## config.mk

```make
export PLATFORM = sky130hd
export DESIGN_NAME = pse_front
export DESIGN_NICKNAME = d
export VERILOG_FILES = /design/src/design/assert_macros.svh /design/src/design/pse_pkg.sv /design/src/design/pse_front.sv
export SDC_FILE = /design/constraint.sdc
export NUM_CORES = 1
export LEC_CHECK = 0
export BUFFER_PORTS_ARGS = -buffer_cell sky130_fd_sc_hd__buf_2
export CAP_MARGIN = 15
export CORE_MARGIN = 2
export CORE_UTILIZATION = 51
export CTS_CLUSTER_SIZE = 20
export DETAILED_ROUTE_END_ITERATION = 6
export GPL_ROUTABILITY_DRIVEN = 0
export PLACE_DENSITY = 0.83
export REMOVE_ABC_BUFFERS = 1
export SLEW_MARGIN = 20
export SYNTH_ARGS = -nofsm -noshare
export SYNTH_HDL_FRONTEND = slang
export SYNTH_SLANG_ARGS = --single-unit
```

## constraint.sdc

```tcl
create_clock -name clock -period 3 [get_ports clock]
set_input_delay 0.6 -clock clock [delete_from_list [all_inputs] [get_ports clock]]
set_output_delay 0.6 -clock clock [all_outputs]
set_load 0.1 [all_outputs]
```

## src/design/assert_macros.svh

```systemverilog
// Assertion macros shared by the RTL modules of the postfix evaluator.
// No dependencies; included by the files that carry assertions.
`ifndef ASSERT_MACROS_SVH
`define ASSERT_MACROS_SVH

// Property checked on every rising clock edge outside reset.
`define PSE_ASSERT(lbl, prop, msg) \
   lbl: assert property (@(posedge clock) disable iff (reset) (prop)) else $error(msg);

// Same-cycle implication.
`define PSE_ASSERT_IMP(lbl, ante, cons, msg) \
   lbl: assert property (@(posedge clock) disable iff (reset) (ante) |-> (cons)) \
      else $error(msg);

// Next-cycle implication.
`define PSE_ASSERT_NXT(lbl, ante, cons, msg) \
   lbl: assert property (@(posedge clock) disable iff (reset) (ante) |=> (cons)) \
      else $error(msg);

`endif

```

## src/design/pse_pkg.sv

```systemverilog
// Package of the postfix evaluator: sizes, token and status codes, command type.
// No dependencies; used by every module of the block except pse_ram.
package pse_pkg;

   localparam int STACK_DEPTH = 16;
   localparam int PTR_W       = $clog2(STACK_DEPTH);
   localparam int DEPTH_W     = $clog2(STACK_DEPTH + 1);
   localparam int DATA_W      = 32;
   localparam int LIT_W       = 31;

   // token kinds
   localparam logic [1:0] KIND_NUMBER = 2'd0;
   localparam logic [1:0] KIND_OPER   = 2'd1;
   localparam logic [1:0] KIND_END    = 2'd2;

   // operator characters
   localparam logic [7:0] CH_PLUS  = 8'h2B;
   localparam logic [7:0] CH_MINUS = 8'h2D;
   localparam logic [7:0] CH_STAR  = 8'h2A;
   localparam logic [7:0] CH_SLASH = 8'h2F;
   localparam logic [7:0] CH_CARET = 8'h5E;
   localparam logic [7:0] CH_PCT   = 8'h25;
   localparam logic [7:0] CH_EQ    = 8'h3D;
   localparam logic [7:0] CH_SPACE = 8'h20;

   // result status
   localparam logic [2:0] ST_OK        = 3'd0;
   localparam logic [2:0] ST_INVALID   = 3'd1;
   localparam logic [2:0] ST_UNDERFLOW = 3'd2;
   localparam logic [2:0] ST_DIVZERO   = 3'd3;
   localparam logic [2:0] ST_UNKNOWN   = 3'd4;

   // classified commands
   typedef enum logic [3:0] {
      CMD_PUSH,
      CMD_END,
      CMD_UNKNOWN,
      CMD_ADD,
      CMD_SUB,
      CMD_MUL,
      CMD_DIV,
      CMD_REM,
      CMD_POW
   } cmd_op_type;

   typedef struct packed {
      cmd_op_type        op;
      logic [LIT_W-1:0]  literal;
   } cmd_type;

   // front to back: head of the command queue
   typedef struct packed {
      logic    valid;
      cmd_type cmd;
   } cmd_head_type;

endpackage

```

## src/design/pse_front.sv

```systemverilog
// Front end: accepts tokens, classifies them into commands, queues them (2 deep).
// Depends on pse_pkg.
module pse_front (
   input  logic                        clock,
   input  logic                        reset,
   input  logic                        req_valid,
   output logic                        req_ready,
   input  logic [1:0]                  req_token_kind,
   input  logic [pse_pkg::LIT_W-1:0]   req_literal,
   input  logic [7:0]                  req_opcode,
   output pse_pkg::cmd_head_type       head,
   input  logic                        pop
);

   pse_pkg::cmd_type q_ff [2];
   logic             wr_ptr_ff, wr_ptr_in;
   logic             rd_ptr_ff, rd_ptr_in;
   logic [1:0]       count_ff, count_in;

   pse_pkg::cmd_type cls;
   logic             keep;
   logic             push;

   // classify the token; spaces and undefined kinds are dropped
   always_comb begin
      cls.literal = req_literal;
      cls.op      = pse_pkg::CMD_UNKNOWN;
      keep        = 1'b1;
      unique case (req_token_kind)
         pse_pkg::KIND_NUMBER: cls.op = pse_pkg::CMD_PUSH;
         pse_pkg::KIND_END:    cls.op = pse_pkg::CMD_END;
         pse_pkg::KIND_OPER: begin
            unique case (req_opcode)
               pse_pkg::CH_PLUS:  cls.op = pse_pkg::CMD_ADD;
               pse_pkg::CH_MINUS: cls.op = pse_pkg::CMD_SUB;
               pse_pkg::CH_STAR:  cls.op = pse_pkg::CMD_MUL;
               pse_pkg::CH_SLASH: cls.op = pse_pkg::CMD_DIV;
               pse_pkg::CH_PCT:   cls.op = pse_pkg::CMD_REM;
               pse_pkg::CH_CARET: cls.op = pse_pkg::CMD_POW;
               pse_pkg::CH_EQ:    cls.op = pse_pkg::CMD_END;
               pse_pkg::CH_SPACE: keep   = 1'b0;
               default:           cls.op = pse_pkg::CMD_UNKNOWN;
            endcase
         end
         default: keep = 1'b0;
      endcase
   end

   assign req_ready = (count_ff != 2'd2);
   assign push      = req_valid && req_ready && keep;

   assign head.valid = (count_ff != 2'd0);
   assign head.cmd   = q_ff[rd_ptr_ff];

   // queue pointers and fill count
   always_comb begin
      wr_ptr_in = wr_ptr_ff ^ push;
      rd_ptr_in = rd_ptr_ff ^ pop;
      count_in  = count_ff + {1'b0, push} - {1'b0, pop};
   end

   always_ff @(posedge clock) begin
      if (reset) begin
         wr_ptr_ff <= 1'b0;
         rd_ptr_ff <= 1'b0;
         count_ff  <= 2'd0;
      end else begin
         wr_ptr_ff <= wr_ptr_in;
         rd_ptr_ff <= rd_ptr_in;
         count_ff  <= count_in;
      end
   end

   always_ff @(posedge clock) begin
      if (push) begin
         q_ff[wr_ptr_ff] <= cls;
      end
   end

endmodule

```

======== After elaboration in Yosys (flattened, before gate mapping) ========
Memory sizes are Yosys's and may differ from the RTL's. A register that Yosys moved wholly into a read port is not among the register bits.
Cells that the tools add are included.
word-level totals
  register bits after elaboration ......... 4
  RAM bits ................................ 70
  output and inout port bits .............. 37
  logic and storage cells ................. 31
  memories kept ........................... 1
cells by class
  add/subtract/negate cells ............... 2
  eq/ne operators ......................... 11
  multiplexer cells ....................... 7
  bitwise operators ....................... 2
  reductions and logical operators ........ 5
memory list
  memory  depth  width  rd ports  clocked after Yosys merged registers in  wr ports  RTL line         text
  q_ff    2      35     1         1                                        1         pse_front.sv:15  pse_pkg::cmd_type q_ff [2];
operator list
  cell                                                  number
  equality test 8 x 6 -> 1 bit (second input constant)  7
  one-hot mux 4 bit (7 select lines)                    1
  one-hot mux 4 bit (3 select lines)                    1
  equality test 8 x 7 -> 1 bit (second input constant)  1
  two-way mux 1 bit                                     4
  adder 2 x 1 -> 2 bit                                  1
  equality test 2 x 1 -> 1 bit (second input constant)  1
  equality test 2 bit (second input constant)           1
  logical AND 1 bit                                     2
  zero test 2 bit                                       1
  != test 2 bit (second input constant)                 1
  one-hot mux 1 bit (2 select lines)                    1
  nonzero test 2 bit                                    1
  OR reduction 2 bit                                    1
  subtractor 2 x 1 -> 2 bit                             1
  XOR 1 bit                                             2

======== Logic depth before layout (Yosys ltp) ========
  depth in word-level cells ............... 6
  mapped depth ............................ 10

======== Least setup slack after synthesis ========
Ideal clock, no wire load.
  kind .................................... register -> register
  start point ............................. reg count_ff[0]
  end point ............................... mem q_ff[1][0] in the netlist's numbering, enable pin
  setup time .............................. 0.396 ns
  data arrival time ....................... 2.324 ns
  required time ........................... 2.604 ns
  setup slack ............................. 0.281 ns
  cell stages (with the launch flop) ...... 4
  clock period less this slack ............ 2.719 ns
  cell sequence ........................... dfxtp_1 nand2b_1 o211a_1 ha_1
on the way
  cells in the longest elaborated chain, start to end .. 5
RTL lines
  what                                     RTL line         text
  start, declared                          pse_front.sv:18  logic [1:0] count_ff, count_in;
  start signal, assigned                   pse_front.sv:70  count_ff <= count_in;
  != test 2 bit                            pse_front.sv:49  assign req_ready = (count_ff != 2'd2);
  named net req_ready                      pse_front.sv:7   output logic req_ready,
  logical AND 1 bit (2 in a row)           pse_front.sv:50  assign push = req_valid && req_ready && keep;
  two-way mux 1 bit                        pse_front.sv:75  if (push) begin
  two-way mux 1 bit (not written as such)  pse_front.sv:76  q_ff[wr_ptr_ff] <= cls;
  end, declared                            pse_front.sv:15
The timed path passes the listed nets, and every way through them passes these cells.

==> implementation parameters <==
Parameter                              Value

Status
  Result of the run    completed

Pwr
  Standby leakage power    between 1 and 1.5 nW
  Max IR drop VDD    approximately 540 uV
  P per Cell Area    between 800 and 900 nW/um^2

Placement
  Port Buf Inserts    81
  DP HPWL    about 3.4 mm
  Pre-CTS setup slack    0.401 ns

Setup path
  Critical path endpoint category    primary output
  Critical Path Max Stage Delay    about 0.54 ns
  Worst R2R Start    count_ff[0]
  Number of cells traversed by the worst register-to-register path    3
  Capture instance of the worst register-to-register path    q_ff[0][29]
  Critical-path top delay cell    dfxtp_2
  WP data required    2.40 ns
  Launch point of the worst path    rd_ptr_ff
  Capture point of the worst path    head[23]
  Crit-path max FO    24
  Worst Setup Path Type    register to primary output
  Cells along the critical path    buf_12 -> mux2_2 -> buf_2
  FF-to-FF setup slack    around 1.2 ns
  CP startpoint kind    register
  Arrival time at the worst endpoint    about 1.8 ns

Yosys
  Cell accounting for the most synthesized area    edfxtp_1
  Commonest cells post-synth    70 x edfxtp_1, 36 x mux2_2, 7 x nor2_1
  Number of enable-type register cells in the synthesized netlist    70
  Warnings, synthesis    0
  Top cells by area, synth    edfxtp_1 72%, mux2_2 14%, dfxtp_1 2.7%
  Number of cells produced by synthesis    ~160
  Share of synthesized flip-flops with an asynchronous set or reset    0
  Syn Std Cell Area    between 2000 and 3000 um^2
  Top cell type's share of synthesized area    0.718
  Commonest register cell after synthesis    edfxtp_1
  Seq cells post-synth    74
  Unique masters post-synth    27
  Avg Inst Size Synth    18.1 um^2
  Part of the Yosys area used for sequential elements    0.745
  Most numerous cell in the Yosys netlist    edfxtp_1

Timing
  RSZ-0062 raised after global routing    no
  Clock period minus worst slack    approximately 2.4 ns
  Final Max Tran Viols    0
  Headroom to the max-slew limit    0.417
  Final Skew    about 0.011 ns
  Setup Viol. Count Final    0
  Worst Max-Slew Pin Slew    approximately 0.9 ns
  Aggregate negative setup slack    0 ns
  Highest clock rate    424 MHz
  Final Cycle Share    0.786
  Count of final hold-check violations    0
  Worst-case setup margin in the final layout    roughly 0.64 ns

Clock tree
  Clock root cell    clkbuf_8
  Buffer levels on the longest clock path    2
  Clock latency at the later pin of the worst-skew pair    between 0.3 and 0.4 ns
  Number of gates given a new drive strength after cts    0
  Sinks on Clock Net    74
  Maximum level of the CTS H-tree    3
  Clock tree from TritonCTS    yes
  Count of buffers added by post-CTS timing repair for setup    0
  Number of buffers created by CTS    9
  Clock slew at reported path FFs    0.07 ns
  Hold buffer count at CTS    0

Drt
  Number of design rule violations left after detail routing    0
  1st-pass router iterations    4
  Number of routed nets with antenna violations    0
  DR WL/cell    15.7 um
  Overall via count from detail_route    approximately 1.7k
  Drt initial violations    113
  Routed wire length    approximately 5.1 mm
  Avg Vias per Cell    around 5.1

GRT
  Number of antenna violations at the first check in global routing    0
  Vias in the first global route    between 1.5k and 2k
  First-pass GRT wire length    slightly below 8 mm
  Maximum number of pins on one net before global-route repair    36
  Global route overflow    0
  Overall routing resource usage    0.166

Layout
  Antenna fix cells    0
  Reg area    between 2000 and 2500 um^2
  Layout cells sized above 1    0.542
  Growth of design area from synthesis to finish    22.0%
  Final layout net count    298
  Fillers    approximately 420
  Final Util    0.645
  Area taken by multi-input logic gates    706 um^2

Die
  Initial cell density of the core    0.528
  Die Width    roughly 80 um
  # rows    27
  Floorplan core area    between 5000 and 6000 um^2
  Die height    about 80 um
  Die Footprint    6360 um^2
  Number of primary I/O pins    82

Hold path
  Class of the most critical hold timing path    input port to register
  Hold_sp    req_literal[25]

Run
  Max cap viols    0
[where the power goes]
group          internal (mW)  leakage [nW]  total (mW)  switching, mW
logic                  0.187         0.598       0.971          0.784
registers               1.26         0.679        1.30         0.0353
clock network          0.294        0.0778       0.615          0.321
total                   1.74          1.35        2.88           1.14
[cell type report]
| class | count | share of cell area |
|---|---|---|
| flip-flops and latches | 74 | 0.611 |
| multi-input cells | 78 | 0.198 |
| repair buffers | 82 | 0.119 |
| clock buffers | 12 | 0.0378 |
| well taps | 72 | 0.0252 |
| clock inverters | 3 | 0.00490 |
| inverters | 4 | 0.00420 |
[registers in the layout (all words and copies together) (netlist names)]
register and flops:
q_ff 70, count_ff 2, rd_ptr_ff 1, wr_ptr_ff 1
[critical path: cells and delay by family (launching register included)]
| family | cells | cell delay, ns |
|---|---|---|
| muxes | 1 | 0.36 |
| buffers and inverters | 2 | 0.52 |
| DFF | 1 | 0.54 |
[worst min path at each step]
| stage | endpoint | slack (ns) | cells past startpoint |
|---|---|---|---|
| CTS | q_ff[1][5] | 0.44 | 1 |
| global placement | count_ff[1] | 0.52 | 2 |
| detailed placement | count_ff[1] | 0.54 | 2 |
| finish | q_ff[0][25] | 0.46 | 1 |
| global route | q_ff[1][1] | 0.43 | 1 |
| floorplan | count_ff[1] | 0.50 | 2 |
[cells in the final DEF (no fill, tap or decap), types with 2 or more instances in the layout]
cell	instances
nand2b_1	2
xor2_1	2
ha_1	2
edfxtp_1	70
buf_2	81
a21oi_1	2
clkbuf_1	3
inv_1	4
xnor2_1	2
dfxtp_1	3
clkbuf_8	9
nand2_1	4
a31oi_1	5
nor2_1	7
ha_2	2
mux2_2	36
[metrics by stage]
step | std cells | cell area [um^2] | hold slack, ns | total power [mW]
floorplan | 156 | 2900 | 0.499 | 2.13
global placement | 310 | 3420 | 0.524 | 2.28
detailed placement | 310 | 3420 | 0.535 | 2.30
CTS | 325 | 3570 | 0.445 | 2.91
global route | 325 | 3570 | 0.431 | 3.00
finish | 325 | 3570 | 0.464 | 2.88
[kinds of logic after synthesis]
group	share of synthesized area
adder cells (fa/ha/maj)	0.0171
multiplexers	0.138
buffers and inverters	0.0154
flip-flops	0.745
AND/OR/NAND/NOR	0.0440
XOR/XNOR	0.0120
AO/OA/AOI/OAI	0.0278
[layer usage]
metal,share of wire,track usage,vias up
met5,0,0,-
met4,0.0020,0.0458,0
met3,0.082,0.0713,4
met2,0.48,0.265,73
met1,0.44,0.208,790
li1,-,-,797
Note: power is estimated with default switching activity, not from simulation.
