`config.mk`:
```
export PLATFORM = sky130hd
export DESIGN_NAME = pse_back
export DESIGN_NICKNAME = d
export VERILOG_FILES = /design/src/design/pse_pkg.sv /design/src/design/pse_ram.sv /design/src/design/pse_back.sv
export VERILOG_INCLUDE_DIRS = /design/src /design/src/design
export SDC_FILE = /design/constraint.sdc
export NUM_CORES = 2
export LEC_CHECK = 0
export BUFFER_PORTS_ARGS = -buffer_cell sky130_fd_sc_hd__buf_2
export CAP_MARGIN = 20
export CORE_MARGIN = 2
export CORE_UTILIZATION = 56
export CTS_BUF_LIST = sky130_fd_sc_hd__clkbuf_8
export DETAILED_ROUTE_END_ITERATION = 12
export PLACE_DENSITY = 0.83
export SETUP_SLACK_MARGIN = 0.3
export SLEW_MARGIN = 20
export SYNTH_ARGS = -nofsm -noshare
export SYNTH_HDL_FRONTEND = slang
export SYNTH_SLANG_ARGS = --single-unit
```
`constraint.sdc`:
```
create_clock -name clock -period 9.25 [get_ports clock]
set_clock_uncertainty 0.2 [all_clocks]
set_input_delay 1.3875 -clock clock [delete_from_list [all_inputs] [get_ports clock]]
set_output_delay 1.3875 -clock clock [all_outputs]
set_load 0.005 [all_outputs]
```
`src/design/assert_macros.svh`:
```
// Assertion macros shared by the RTL modules of the postfix evaluator.
// No dependencies; included by the files that carry assertions.
`ifndef ASSERT_MACROS_SVH
`define ASSERT_MACROS_SVH

// Property checked on every rising clock edge outside reset.
`define PSE_ASSERT(lbl, prop, msg) \
   lbl: assert property (@(posedge clock) disable iff (reset) (prop)) else $error(msg);

// Same-cycle implication.
`define PSE_ASSERT_IMP(lbl, ante, cons, msg) \
   lbl: assert property (@(posedge clock) disable iff (reset) (ante) |-> (cons)) \
      else $error(msg);

// Next-cycle implication.
`define PSE_ASSERT_NXT(lbl, ante, cons, msg) \
   lbl: assert property (@(posedge clock) disable iff (reset) (ante) |=> (cons)) \
      else $error(msg);

`endif

```
`src/design/pse_pkg.sv`:
```
// Package of the postfix evaluator: sizes, token and status codes, command type.
// No dependencies; used by every module of the block except pse_ram.
package pse_pkg;

   localparam int STACK_DEPTH = 16;
   localparam int PTR_W       = $clog2(STACK_DEPTH);
   localparam int DEPTH_W     = $clog2(STACK_DEPTH + 1);
   localparam int DATA_W      = 32;
   localparam int LIT_W       = 31;

   // token kinds
   localparam logic [1:0] KIND_NUMBER = 2'd0;
   localparam logic [1:0] KIND_OPER   = 2'd1;
   localparam logic [1:0] KIND_END    = 2'd2;

   // operator characters
   localparam logic [7:0] CH_PLUS  = 8'h2B;
   localparam logic [7:0] CH_MINUS = 8'h2D;
   localparam logic [7:0] CH_STAR  = 8'h2A;
   localparam logic [7:0] CH_SLASH = 8'h2F;
   localparam logic [7:0] CH_CARET = 8'h5E;
   localparam logic [7:0] CH_PCT   = 8'h25;
   localparam logic [7:0] CH_EQ    = 8'h3D;
   localparam logic [7:0] CH_SPACE = 8'h20;

   // result status
   localparam logic [2:0] ST_OK        = 3'd0;
   localparam logic [2:0] ST_INVALID   = 3'd1;
   localparam logic [2:0] ST_UNDERFLOW = 3'd2;
   localparam logic [2:0] ST_DIVZERO   = 3'd3;
   localparam logic [2:0] ST_UNKNOWN   = 3'd4;

   // classified commands
   typedef enum logic [3:0] {
      CMD_PUSH,
      CMD_END,
      CMD_UNKNOWN,
      CMD_ADD,
      CMD_SUB,
      CMD_MUL,
      CMD_DIV,
      CMD_REM,
      CMD_POW
   } cmd_op_type;

   typedef struct packed {
      cmd_op_type        op;
      logic [LIT_W-1:0]  literal;
   } cmd_type;

   // front to back: head of the command queue
   typedef struct packed {
      logic    valid;
      cmd_type cmd;
   } cmd_head_type;

endpackage

```
`src/design/pse_ram.sv`:
```
// Generic RAM: one write port, two read ports with registered read data.
// No dependencies; holds the operand stack.
module pse_ram #(
   parameter int WIDTH = 32,
   parameter int DEPTH = 16
) (
   input  logic                     clock,
   input  logic                     wr_en,
   input  logic [$clog2(DEPTH)-1:0] wr_addr,
   input  logic [WIDTH-1:0]         wr_data,
   input  logic [$clog2(DEPTH)-1:0] rd_addr_a,
   input  logic [$clog2(DEPTH)-1:0] rd_addr_b,
   output logic [WIDTH-1:0]         rd_data_a,
   output logic [WIDTH-1:0]         rd_data_b
);

   logic [WIDTH-1:0] mem_ff [DEPTH];

   always_ff @(posedge clock) begin
      if (wr_en) begin
         mem_ff[wr_addr] <= wr_data;
      end
      rd_data_a <= mem_ff[rd_addr_a];
      rd_data_b <= mem_ff[rd_addr_b];
   end

endmodule

```
`src/design/pse_back.sv`:
```
// Back end: runs queued commands on the operand stack, with iterative divide and power.
// Depends on pse_pkg, pse_ram and assert_macros.svh.
`include "assert_macros.svh"

module pse_back (
   input  logic                           clock,
   input  logic                           reset,
   input  pse_pkg::cmd_head_type          head,
   output logic                           pop,
   output logic                           rsp_valid,
   input  logic                           rsp_ready,
   output logic signed [31:0]             rsp_answer,
   output logic [2:0]                     rsp_status
);

   localparam logic [2:0] S_IDLE = 3'd0;
   localparam logic [2:0] S_READ = 3'd1;
   localparam logic [2:0] S_DIV  = 3'd2;
   localparam logic [2:0] S_POW  = 3'd3;
   localparam logic [2:0] S_WB   = 3'd4;
   localparam logic [2:0] S_RESP = 3'd5;

   localparam int DW = pse_pkg::DATA_W;
   localparam int AW = pse_pkg::PTR_W;
   localparam int NW = pse_pkg::DEPTH_W;

   logic [2:0]             state_ff, state_in;
   logic [NW-1:0]          depth_ff, depth_in;
   pse_pkg::cmd_op_type    op_ff, op_in;
   logic [DW-1:0]          res_ff, res_in;
   logic [DW-1:0]          quo_ff, quo_in;
   logic [DW-1:0]          rem_ff, rem_in;
   logic [DW-1:0]          dvs_ff, dvs_in;
   logic [DW-1:0]          acc_ff, acc_in;
   logic [DW-1:0]          sq_ff, sq_in;
   logic [DW-1:0]          exp_ff, exp_in;
   logic                   neg_q_ff, neg_q_in;
   logic                   neg_r_ff, neg_r_in;
   logic [4:0]             cnt_ff, cnt_in;
   logic [2:0]             pend_st_ff, pend_st_in;
   logic [DW-1:0]          pend_ans_ff, pend_ans_in;
   logic                   rsp_valid_ff, rsp_valid_in;
   logic [DW-1:0]          rsp_answer_ff, rsp_answer_in;
   logic [2:0]             rsp_status_ff, rsp_status_in;

   logic                   wr_en;
   logic [AW-1:0]          wr_addr;
   logic [DW-1:0]          wr_data;
   logic [AW-1:0]          rd_addr_a, rd_addr_b;
   logic [DW-1:0]          opa, opb;
   logic [2*DW-1:0]        mul_ab, mul_acc, mul_sq;
   logic [DW:0]            trial;
   logic                   slot_free;

   pse_ram #(.WIDTH(DW), .DEPTH(pse_pkg::STACK_DEPTH)) u_ram (
      .clock     (clock),
      .wr_en     (wr_en),
      .wr_addr   (wr_addr),
      .wr_data   (wr_data),
      .rd_addr_a (rd_addr_a),
      .rd_addr_b (rd_addr_b),
      .rd_data_a (opa),
      .rd_data_b (opb)
   );

   // operands sit below the top: a at depth-2, b (top) at depth-1
   assign rd_addr_a = AW'(depth_ff - NW'(2));
   assign rd_addr_b = AW'(depth_ff - NW'(1));

   assign slot_free = !rsp_valid_ff || rsp_ready;
   assign pop       = head.valid && (state_ff == S_IDLE);

   assign mul_ab  = opa * opb;
   assign mul_acc = acc_ff * sq_ff;
   assign mul_sq  = sq_ff * sq_ff;
   assign trial   = {rem_ff, quo_ff[DW-1]} - {1'b0, dvs_ff};

   // command sequencer
   always_comb begin
      state_in      = state_ff;
      depth_in      = depth_ff;
      op_in         = op_ff;
      res_in        = res_ff;
      quo_in        = quo_ff;
      rem_in        = rem_ff;
      dvs_in        = dvs_ff;
      acc_in        = acc_ff;
      sq_in         = sq_ff;
      exp_in        = exp_ff;
      neg_q_in      = neg_q_ff;
      neg_r_in      = neg_r_ff;
      cnt_in        = cnt_ff;
      pend_st_in    = pend_st_ff;
      pend_ans_in   = pend_ans_ff;
      rsp_valid_in  = rsp_valid_ff && !rsp_ready;
      rsp_answer_in = rsp_answer_ff;
      rsp_status_in = rsp_status_ff;
      wr_en         = 1'b0;
      wr_addr       = depth_ff[AW-1:0];
      wr_data       = {1'b0, head.cmd.literal};

      unique case (state_ff)
         S_IDLE: begin
            if (head.valid) begin
               op_in       = head.cmd.op;
               pend_ans_in = '0;
               unique case (head.cmd.op)
                  pse_pkg::CMD_PUSH: begin
                     if (depth_ff < NW'(pse_pkg::STACK_DEPTH)) begin
                        wr_en    = 1'b1;
                        depth_in = depth_ff + NW'(1);
                     end
                  end
                  pse_pkg::CMD_END: begin
                     if (depth_ff == NW'(1)) begin
                        state_in = S_READ;
                     end else begin
                        pend_st_in = pse_pkg::ST_INVALID;
                        state_in   = S_RESP;
                     end
                  end
                  pse_pkg::CMD_UNKNOWN: begin
                     pend_st_in = pse_pkg::ST_UNKNOWN;
                     state_in   = S_RESP;
                  end
                  default: begin
                     if (depth_ff < NW'(2)) begin
                        pend_st_in = pse_pkg::ST_UNDERFLOW;
                        state_in   = S_RESP;
                     end else begin
                        state_in = S_READ;
                     end
                  end
               endcase
            end
         end

         // operands are out of the RAM
         S_READ: begin
            unique case (op_ff)
               pse_pkg::CMD_END: begin
                  pend_st_in  = pse_pkg::ST_OK;
                  pend_ans_in = opb;
                  state_in    = S_RESP;
               end
               pse_pkg::CMD_ADD: begin
                  res_in   = opa + opb;
                  state_in = S_WB;
               end
               pse_pkg::CMD_SUB: begin
                  res_in   = opa - opb;
                  state_in = S_WB;
               end
               pse_pkg::CMD_MUL: begin
                  res_in   = mul_ab[DW-1:0];
                  state_in = S_WB;
               end
               pse_pkg::CMD_POW: begin
                  if (opb[DW-1]) begin
                     // negative exponent truncates toward zero
                     if (opa == DW'(1)) begin
                        res_in = DW'(1);
                     end else if (opa == '1) begin
                        res_in = opb[0] ? '1 : DW'(1);
                     end else begin
                        res_in = '0;
                     end
                     state_in = S_WB;
                  end else begin
                     acc_in   = DW'(1);
                     sq_in    = opa;
                     exp_in   = opb;
                     cnt_in   = '0;
                     state_in = S_POW;
                  end
               end
               default: begin
                  // divide and remainder on magnitudes
                  if (opb == '0) begin
                     pend_st_in = pse_pkg::ST_DIVZERO;
                     state_in   = S_RESP;
                  end else begin
                     neg_q_in = opa[DW-1] ^ opb[DW-1];
                     neg_r_in = opa[DW-1];
                     quo_in   = opa[DW-1] ? -opa : opa;
                     dvs_in   = opb[DW-1] ? -opb : opb;
                     rem_in   = '0;
                     cnt_in   = '0;
                     state_in = S_DIV;
                  end
               end
            endcase
         end

         // restoring division, one quotient bit a cycle
         S_DIV: begin
            if (!trial[DW]) begin
               rem_in = trial[DW-1:0];
               quo_in = {quo_ff[DW-2:0], 1'b1};
            end else begin
               rem_in = {rem_ff[DW-2:0], quo_ff[DW-1]};
               quo_in = {quo_ff[DW-2:0], 1'b0};
            end
            cnt_in = cnt_ff + 5'd1;
            if (cnt_ff == 5'd31) begin
               if (op_ff == pse_pkg::CMD_DIV) begin
                  res_in = neg_q_ff ? -quo_in : quo_in;
               end else begin
                  res_in = neg_r_ff ? -rem_in : rem_in;
               end
               state_in = S_WB;
            end
         end

         // square and multiply, one exponent bit a cycle
         S_POW: begin
            if (exp_ff[0]) begin
               acc_in = mul_acc[DW-1:0];
            end
            sq_in  = mul_sq[DW-1:0];
            exp_in = {1'b0, exp_ff[DW-1:1]};
            cnt_in = cnt_ff + 5'd1;
            if (cnt_ff == 5'd30) begin
               res_in   = acc_in;
               state_in = S_WB;
            end
         end

         // result replaces the two operands
         S_WB: begin
            wr_en    = 1'b1;
            wr_addr  = rd_addr_a;
            wr_data  = res_ff;
            depth_in = depth_ff - NW'(1);
            state_in = S_IDLE;
         end

         S_RESP: begin
            if (slot_free) begin
               rsp_valid_in  = 1'b1;
               rsp_answer_in = pend_ans_ff;
               rsp_status_in = pend_st_ff;
               depth_in      = '0;
               state_in      = S_IDLE;
            end
         end

         default: state_in = S_IDLE;
      endcase
   end

   always_ff @(posedge clock) begin
      if (reset) begin
         state_ff     <= S_IDLE;
         depth_ff     <= '0;
         rsp_valid_ff <= 1'b0;
      end else begin
         state_ff     <= state_in;
         depth_ff     <= depth_in;
         rsp_valid_ff <= rsp_valid_in;
      end
   end

   always_ff @(posedge clock) begin
      op_ff         <= op_in;
      res_ff        <= res_in;
      quo_ff        <= quo_in;
      rem_ff        <= rem_in;
      dvs_ff        <= dvs_in;
      acc_ff        <= acc_in;
      sq_ff         <= sq_in;
      exp_ff        <= exp_in;
      neg_q_ff      <= neg_q_in;
      neg_r_ff      <= neg_r_in;
      cnt_ff        <= cnt_in;
      pend_st_ff    <= pend_st_in;
      pend_ans_ff   <= pend_ans_in;
      rsp_answer_ff <= rsp_answer_in;
      rsp_status_ff <= rsp_status_in;
   end

   assign rsp_valid  = rsp_valid_ff;
   assign rsp_answer = rsp_answer_ff;
   assign rsp_status = rsp_status_ff;

   `PSE_ASSERT(a_depth_bound, depth_ff <= NW'(pse_pkg::STACK_DEPTH), "stack depth overflow")
   `PSE_ASSERT_NXT(a_resp_clears, (state_ff == S_RESP) && slot_free, depth_ff == '0 && rsp_valid, "result did not clear stack")
   `PSE_ASSERT_NXT(a_wb_pops, state_ff == S_WB, depth_ff == $past(depth_ff) - NW'(1), "write-back did not pop one")

endmodule

```
# After elaboration in Yosys (flattened, before gate mapping)
# Memory sizes are Yosys's and may differ from the RTL's. A register that Yosys moved wholly into a read port is not among the register bits.
# Cells that the tools add are included.
# totals
regBits	314
mem_bits_rw	512
inputBits	39
output_inout_bits	37
word_cells	181
memories	1
# op_classes
addsub	11
n_mul	3
n_lt_le_gt_ge	2
n_eq_ne	39
n_mux	73
bitwise	3
n_reduce_logical	30
# mem_list
memory	depth	word_bits	rd	rd_clocked_by_memory_dff	wr	line_no	text
u_ram.mem_ff	16	32	2	2	1	pse_ram.sv:17	logic [WIDTH-1:0] mem_ff [DEPTH];
# op_table
cell	n
$mux 32	27
$pmux 32 s2	6
$neg 32->32	4
$pmux 32 s4	1
$mul 32x32->32	3
$pmux 32 s3	1
$mux 3	12
$sub 33x32->33	1
$add 32x32->32	1
$eq 32x1->1 const B	1
$eq 32x32->1 const B	1
$logic_not 32->1	1
$sub 32x32->32	1
$mux 31	1
$mux 5	6
$pmux 3 s3	3
$ne 2x2->1 const B	12
$pmux 5 s2	2
$pmux 3 s5	1
$pmux 5 s3	1
$reduce_and 5->1	3
$eq 4x3->1 const B	3
$ne 3x3->1 const B	4
$pmux 3 s2	2
37 further kinds	63

# Depth between registers and ports, before layout
# logic_depth
word_depth	8
depth_mapped	31
mapped_depth_nobuf	29

# Modules after synthesis
# From an unflattened synthesis, not the netlist that was laid out.
# hier_totals
cells_unflattened	8320
hier_area_um2	89711.0
# modules_own_cells
mod	n_inst	cells_per_inst	area_per_inst_um2	seq_area_each_um2
pse_back	1	7179	65522.8	9308.9
pse_ram	1	1141	24188.2	16656.0

# Least setup slack after synthesis
# No wires, ideal clock.
# synth_path
path_type	register to register
start	register u_ram.rd_data_a[14] (read register of u_ram.mem_ff)
end	register res_ff[31] (data pin)
setup_ns	0.272
arrival_ns	7.390
required_ns	8.778
setup_slack_ns	1.388
path_stages_with_launch	28
n_path_buf	2
period_less_slack_ns	7.862
cell_sequence	dfxtp_1 -> clkbuf_1 -> clkbuf_1 -> and2_1 -> fa_1 -> fa_1 -> fa_1 -> inv_1 -> fa_1 -> inv_1 -> fa_1 -> fa_1 -> fa_1 -> fa_1 -> ha_1 -> a21o_1 -> a2111oi_0 -> nor2_1 -> nor2_1 -> nand2_1 -> a211oi_1 -> o21ba_2 -> o21bai_1 -> a21oi_1 -> xnor2_1 -> nand3_1 -> o211ai_1 -> or4_1
# synth_between
elab_chain_cells	6
elab_cells_between_ends	10
classes_between	add/sub (2); mul (1); eq/ne (2); mux (5)
# synth_lines
item	line_no	text
start, declared	pse_ram.sv:13	output logic [WIDTH-1:0] rd_data_a,
parallel branches: the longest is 4 deep, another holds $mul 32x32->32	n/a	
$pmux 32 s4 *	pse_back.sv:140	unique case (op_ff)
$pmux 32 s3 *	pse_back.sv:102	unique case (state_ff)
named net res_in[31]	pse_back.sv:30	logic [DW-1:0] res_ff, res_in;
end signal, assigned	pse_back.sv:266	res_ff <= res_in;
end, declared	pse_back.sv:30	
# Mark *: on every way through the listed nets, which the timed path passes. The select of a mux whose other input is x is not followed.
# A chain may end at the register's enable or synchronous reset.

# Worst setup path in the final report
# layout_path
start	register u_ram.rd_data_b[2] (read register of u_ram.mem_ff)
end	register res_ff[26] (data pin)
# layout_between
elab_chain_cells	3
elab_cells_between_ends	5
classes_between	add/sub (2); mul (1); mux (2)
# layout_lines
item	line_no	text
start, declared	pse_ram.sv:14	output logic [WIDTH-1:0] rd_data_b
$mul 32x32->32, or another cell as far along	pse_back.sv:73	assign mul_ab = opa * opb;
$pmux 32 s4 *	pse_back.sv:140	
$pmux 32 s3 *	pse_back.sv:102	
named net res_in[26]	pse_back.sv:30	
# The timed path passes the listed nets; every way through them passes the cells marked *.

==> metrics.txt <==
# TYPE chip_impl_metric gauge
chip_impl_metric{name="drt-total-wl",unit="um"} 283400
chip_impl_metric{name="antenna_found_initial",unit=""} 34
chip_impl_metric{name="fin_worst_hold_slack",unit="ns"} 0.2217
chip_impl_metric{name="fin_nets",unit=""} 9830
chip_impl_metric{name="slew_viol_final",unit=""} 0
chip_impl_metric{name="synth_seq_cells",unit=""} 889
chip_impl_metric{name="rows",unit=""} 147
chip_impl_metric{name="timing.final.setup_violations",unit=""} 0
chip_impl_metric{name="post-route-cell-area",unit="um2"} 95810
chip_impl_metric{name="global_route_wire_length_before_repair",unit="um"} 425000
chip_impl_metric{name="clkLatencyLatePin",unit="ns"} 0.91
chip_impl_metric{name="slowest_delay",unit="ns"} 0.59
chip_impl_metric{name="drtPass1Iterations",unit=""} 7
chip_impl_metric{name="dpl_cell_area",unit="um2"} 92950
chip_impl_metric{name="synth.yosys.seq_area_share",unit=""} 0.2889
chip_impl_info{name="crit_path_end_kind",value="flop"} 1
chip_impl_info{name="grt_setup_unrepaired",value="false"} 1
chip_impl_metric{name="cts.htree.levels",unit=""} 4
chip_impl_info{name="synth.most_common_cell",value="inv_1"} 1
chip_impl_metric{name="crit_arrival",unit="ns"} 9.18
chip_impl_info{name="synth.top_cells.by_area",value="edfxtp_1 (27%), fa_1 (26%), mux4_2 (8.0%), ha_1 (6.3%), inv_1 (5.5%)"} 1
chip_impl_info{name="critPathSlowestCell",value="or4_1"} 1
chip_impl_info{name="netlist_top_cells_count",value="inv_1 (1316), fa_1 (1185), nand2_1 (1010)"} 1
chip_impl_metric{name="floorplan.die.height",unit="um"} 404.6
chip_impl_metric{name="cts.reportedPaths.clkPinSlew",unit="ns"} 0.08
chip_impl_metric{name="post_route_cells_drive_above_1_share",unit=""} 0.1055
chip_impl_metric{name="ant_nets",unit=""} 0
chip_impl_metric{name="num_io_pins",unit=""} 76
chip_impl_metric{name="post_synth_top_area_share",unit=""} 0.2726
chip_impl_metric{name="async_flop_share",unit=""} 0
chip_impl_metric{name="clockBufferDepth",unit=""} 3
chip_impl_metric{name="die_area",unit="um2"} 163700
chip_impl_metric{name="timing.final.crit_share",unit=""} 0.9484
chip_impl_metric{name="fin_tns_setup",unit="ns"} 0
chip_impl_info{name="critPathMostFrequentCell",value="fa_1"} 1
chip_impl_info{name="run_status",value="complete, no violations"} 1
chip_impl_metric{name="timing.critical_path.fanout_max",unit=""} 18
chip_impl_info{name="tritoncts",value="yes"} 1
chip_impl_metric{name="gp_congestion",unit=""} 1.005
chip_impl_metric{name="fmaxAchievable",unit="MHz"} 114.0
chip_impl_metric{name="critical_path_required",unit="ns"} 9.66
chip_impl_metric{name="remaining_drc_errors",unit=""} 0
chip_impl_info{name="cell_taking_the_most_area_after_synthesis",value="edfxtp_1"} 1
chip_impl_metric{name="iter_0_drt_violations",unit=""} 9170
chip_impl_info{name="cts_root_buf",value="clkbuf_8"} 1
chip_impl_metric{name="synth.avg_cell_area",unit="um2"} 10.96
chip_impl_metric{name="wire_per_inst",unit="um"} 27.34
chip_impl_metric{name="number_of_sinks_on_the_clock_net",unit=""} 889
chip_impl_metric{name="core_region_area",unit="um2"} 160000
chip_impl_metric{name="maxCapViolCount",unit=""} 0
chip_impl_metric{name="period_minus_slack",unit="ns"} 8.773
chip_impl_metric{name="grt_start_max_net_pins",unit=""} 133
chip_impl_metric{name="synth_warn",unit=""} 0
chip_impl_metric{name="initial_core_util",unit=""} 0.5617
chip_impl_metric{name="port_buffers",unit=""} 75
chip_impl_info{name="min_path_type",value="reg -> reg"} 1
chip_impl_metric{name="syn-instance-count",unit=""} 8198
chip_impl_info{name="yosys_most_used_dff",value="edfxtp_1"} 1
chip_impl_metric{name="syn-cell-area",unit="um2"} 89880
chip_impl_metric{name="hpwl_reported_at_the_end_of_detailed_placement",unit="um"} 211200
chip_impl_metric{name="synth_to_layout_area_growth",unit="%"} 6.601
chip_impl_metric{name="fillCellCount",unit=""} 12146
chip_impl_info{name="worst-setup-path-type",value="reg -> reg"} 1
chip_impl_metric{name="final_core_utilization",unit=""} 0.5988
chip_impl_metric{name="slew_headroom",unit=""} 0.1881
chip_impl_metric{name="first_global_vias",unit=""} 68501
chip_impl_metric{name="hold_violations_final",unit=""} 0
chip_impl_metric{name="grt.total_usage",unit=""} 0.3509
chip_impl_metric{name="num_vias",unit=""} 65905
chip_impl_info{name="critical_path.startpoint_type",value="flop"} 1
chip_impl_metric{name="synth_edf_count",unit=""} 816
chip_impl_metric{name="die_w",unit="um"} 404.6
chip_impl_metric{name="numCtsBuffers",unit=""} 140
chip_impl_metric{name="overflow",unit=""} 0
chip_impl_metric{name="post_synth_num_cell_types",unit=""} 90
chip_impl_metric{name="mappedNetlistNets",unit=""} 9874
chip_impl_metric{name="post_drt_via_cell_ratio",unit=""} 6.358
chip_impl_metric{name="worst_slew_pin_slew",unit="ns"} 1.218
[final timing paths]
path / from / endpoint / slack, ns / cells past startpoint
hold reg to reg: pend_st_ff[2] / rsp_status[2] / 0.22 / 0
setup / recovery: u_ram.rd_data_b[2] / res_ff[26] / 0.48 / 26
setup reg to reg: u_ram.rd_data_b[2] / res_ff[26] / 0.48 / 26
hold / removal: pend_st_ff[2] / rsp_status[2] / 0.22 / 0
[through the flow]
step,setup WS [ns],cells
floorplan,1.388,8198
global placement,0.7874,10094
detailed placement,0.7380,10094
CTS,0.6476,10348
global route,0.3110,10354
finish,0.4771,10366
[flip-flops by register name, summed over array words and instances, names as in the netlist, 3 cells and up]
signal           flops
res_ff              32
u_ram.rd_data_b     32
rem_ff              32
pend_st_ff           3
pend_ans_ff         32
depth_ff             5
cnt_ff               5
acc_ff              32
sq_ff               32
op_ff                4
rsp_status           3
u_ram.rd_data_a     32
quo_ff              32
state_ff             3
u_ram.mem_ff       512
rsp_answer          32
dvs_ff              32
exp_ff              31
[kinds of logic (layout without fill, tap and decap cells)]
family                     Yosys count  after routing  share of synthesized area
buffers and inverters             1787           1855                    0.07469
xor gates and xnor gates           420            420                    0.04093
other                                0             14                          0
DFF                                889            889                     0.2889
AOI/OAI and AO/OA                  737            737                    0.05335
muxes                              370            370                    0.08585
adders and majority gates         1637           1637                     0.3269
and+or+nand+nor                   2358           2358                     0.1294
[critical path: cells and delay by family, from the launching register on]
kind            cells  cell delay, ns
buf+inv             5            0.53
compound gates      9            2.55
flops               1            0.55
fa+ha+maj           9            3.75
simple gates        3            0.89
[per-layer routing]
metal	vias to the layer above	track usage	part of all wire
met3	1303	0.09774	0.13
met1	32691	0.4337	0.34
met5	-	0	0.00062
li1	26685	-	-
met4	26	0.2336	0.082
met2	5200	0.5414	0.45
[final cells by class]
cell class	instances	area, um2	share of cell area
well taps	2086	2610	0.02724
diodes	14	35.03	0.0003657
multi-input cells	5522	57420	0.5993
repair buffers	284	2083	0.02174
inverters	1317	4943	0.05160
clock buffers	153	2106	0.02198
clock inverters	101	636.9	0.006647
flip-flops and latches	889	25970	0.2711
[cells in the final DEF (no fill, tap or decap), types with 12 or more instances in the layout]
cell	n
dfxtp_1	70
buf_4	198
or4_1	20
a211oi_1	18
clkinv_1	18
and3_1	49
o31a_1	12
a21oi_1	156
nor2_1	217
o21ai_0	209
nand2b_1	41
o21a_1	31
clkinv_2	13
nor4_1	16
inv_1	1365
or2_2	18
mux2i_1	43
o41ai_1	14
nor3_1	54
diode_2	14
clkbuf_8	153
fa_1	1185
nand4_1	25
nand2_1	1008
mux4_2	320
o31ai_1	37
o211ai_1	24
xnor2_1	258
nand3_1	43
a31oi_1	24
or3_1	42
nor2_4	18
and2_1	742
xor2_1	159
o21bai_1	17
ha_1	450
nor2b_1	24
a21o_1	60
buf_2	75
edfxtp_1	816
[repair_timing]
item | CTS | global route
gates resized for setup | 0 | 0
hold buffers | 0 | 0
setup buffers | 0 | 1
setup endpoints to repair | 0 | 1
Power is left out: the tool's default activity adds up to more than one toggle a clock period on the data nets, which glitch-free logic cannot reach.
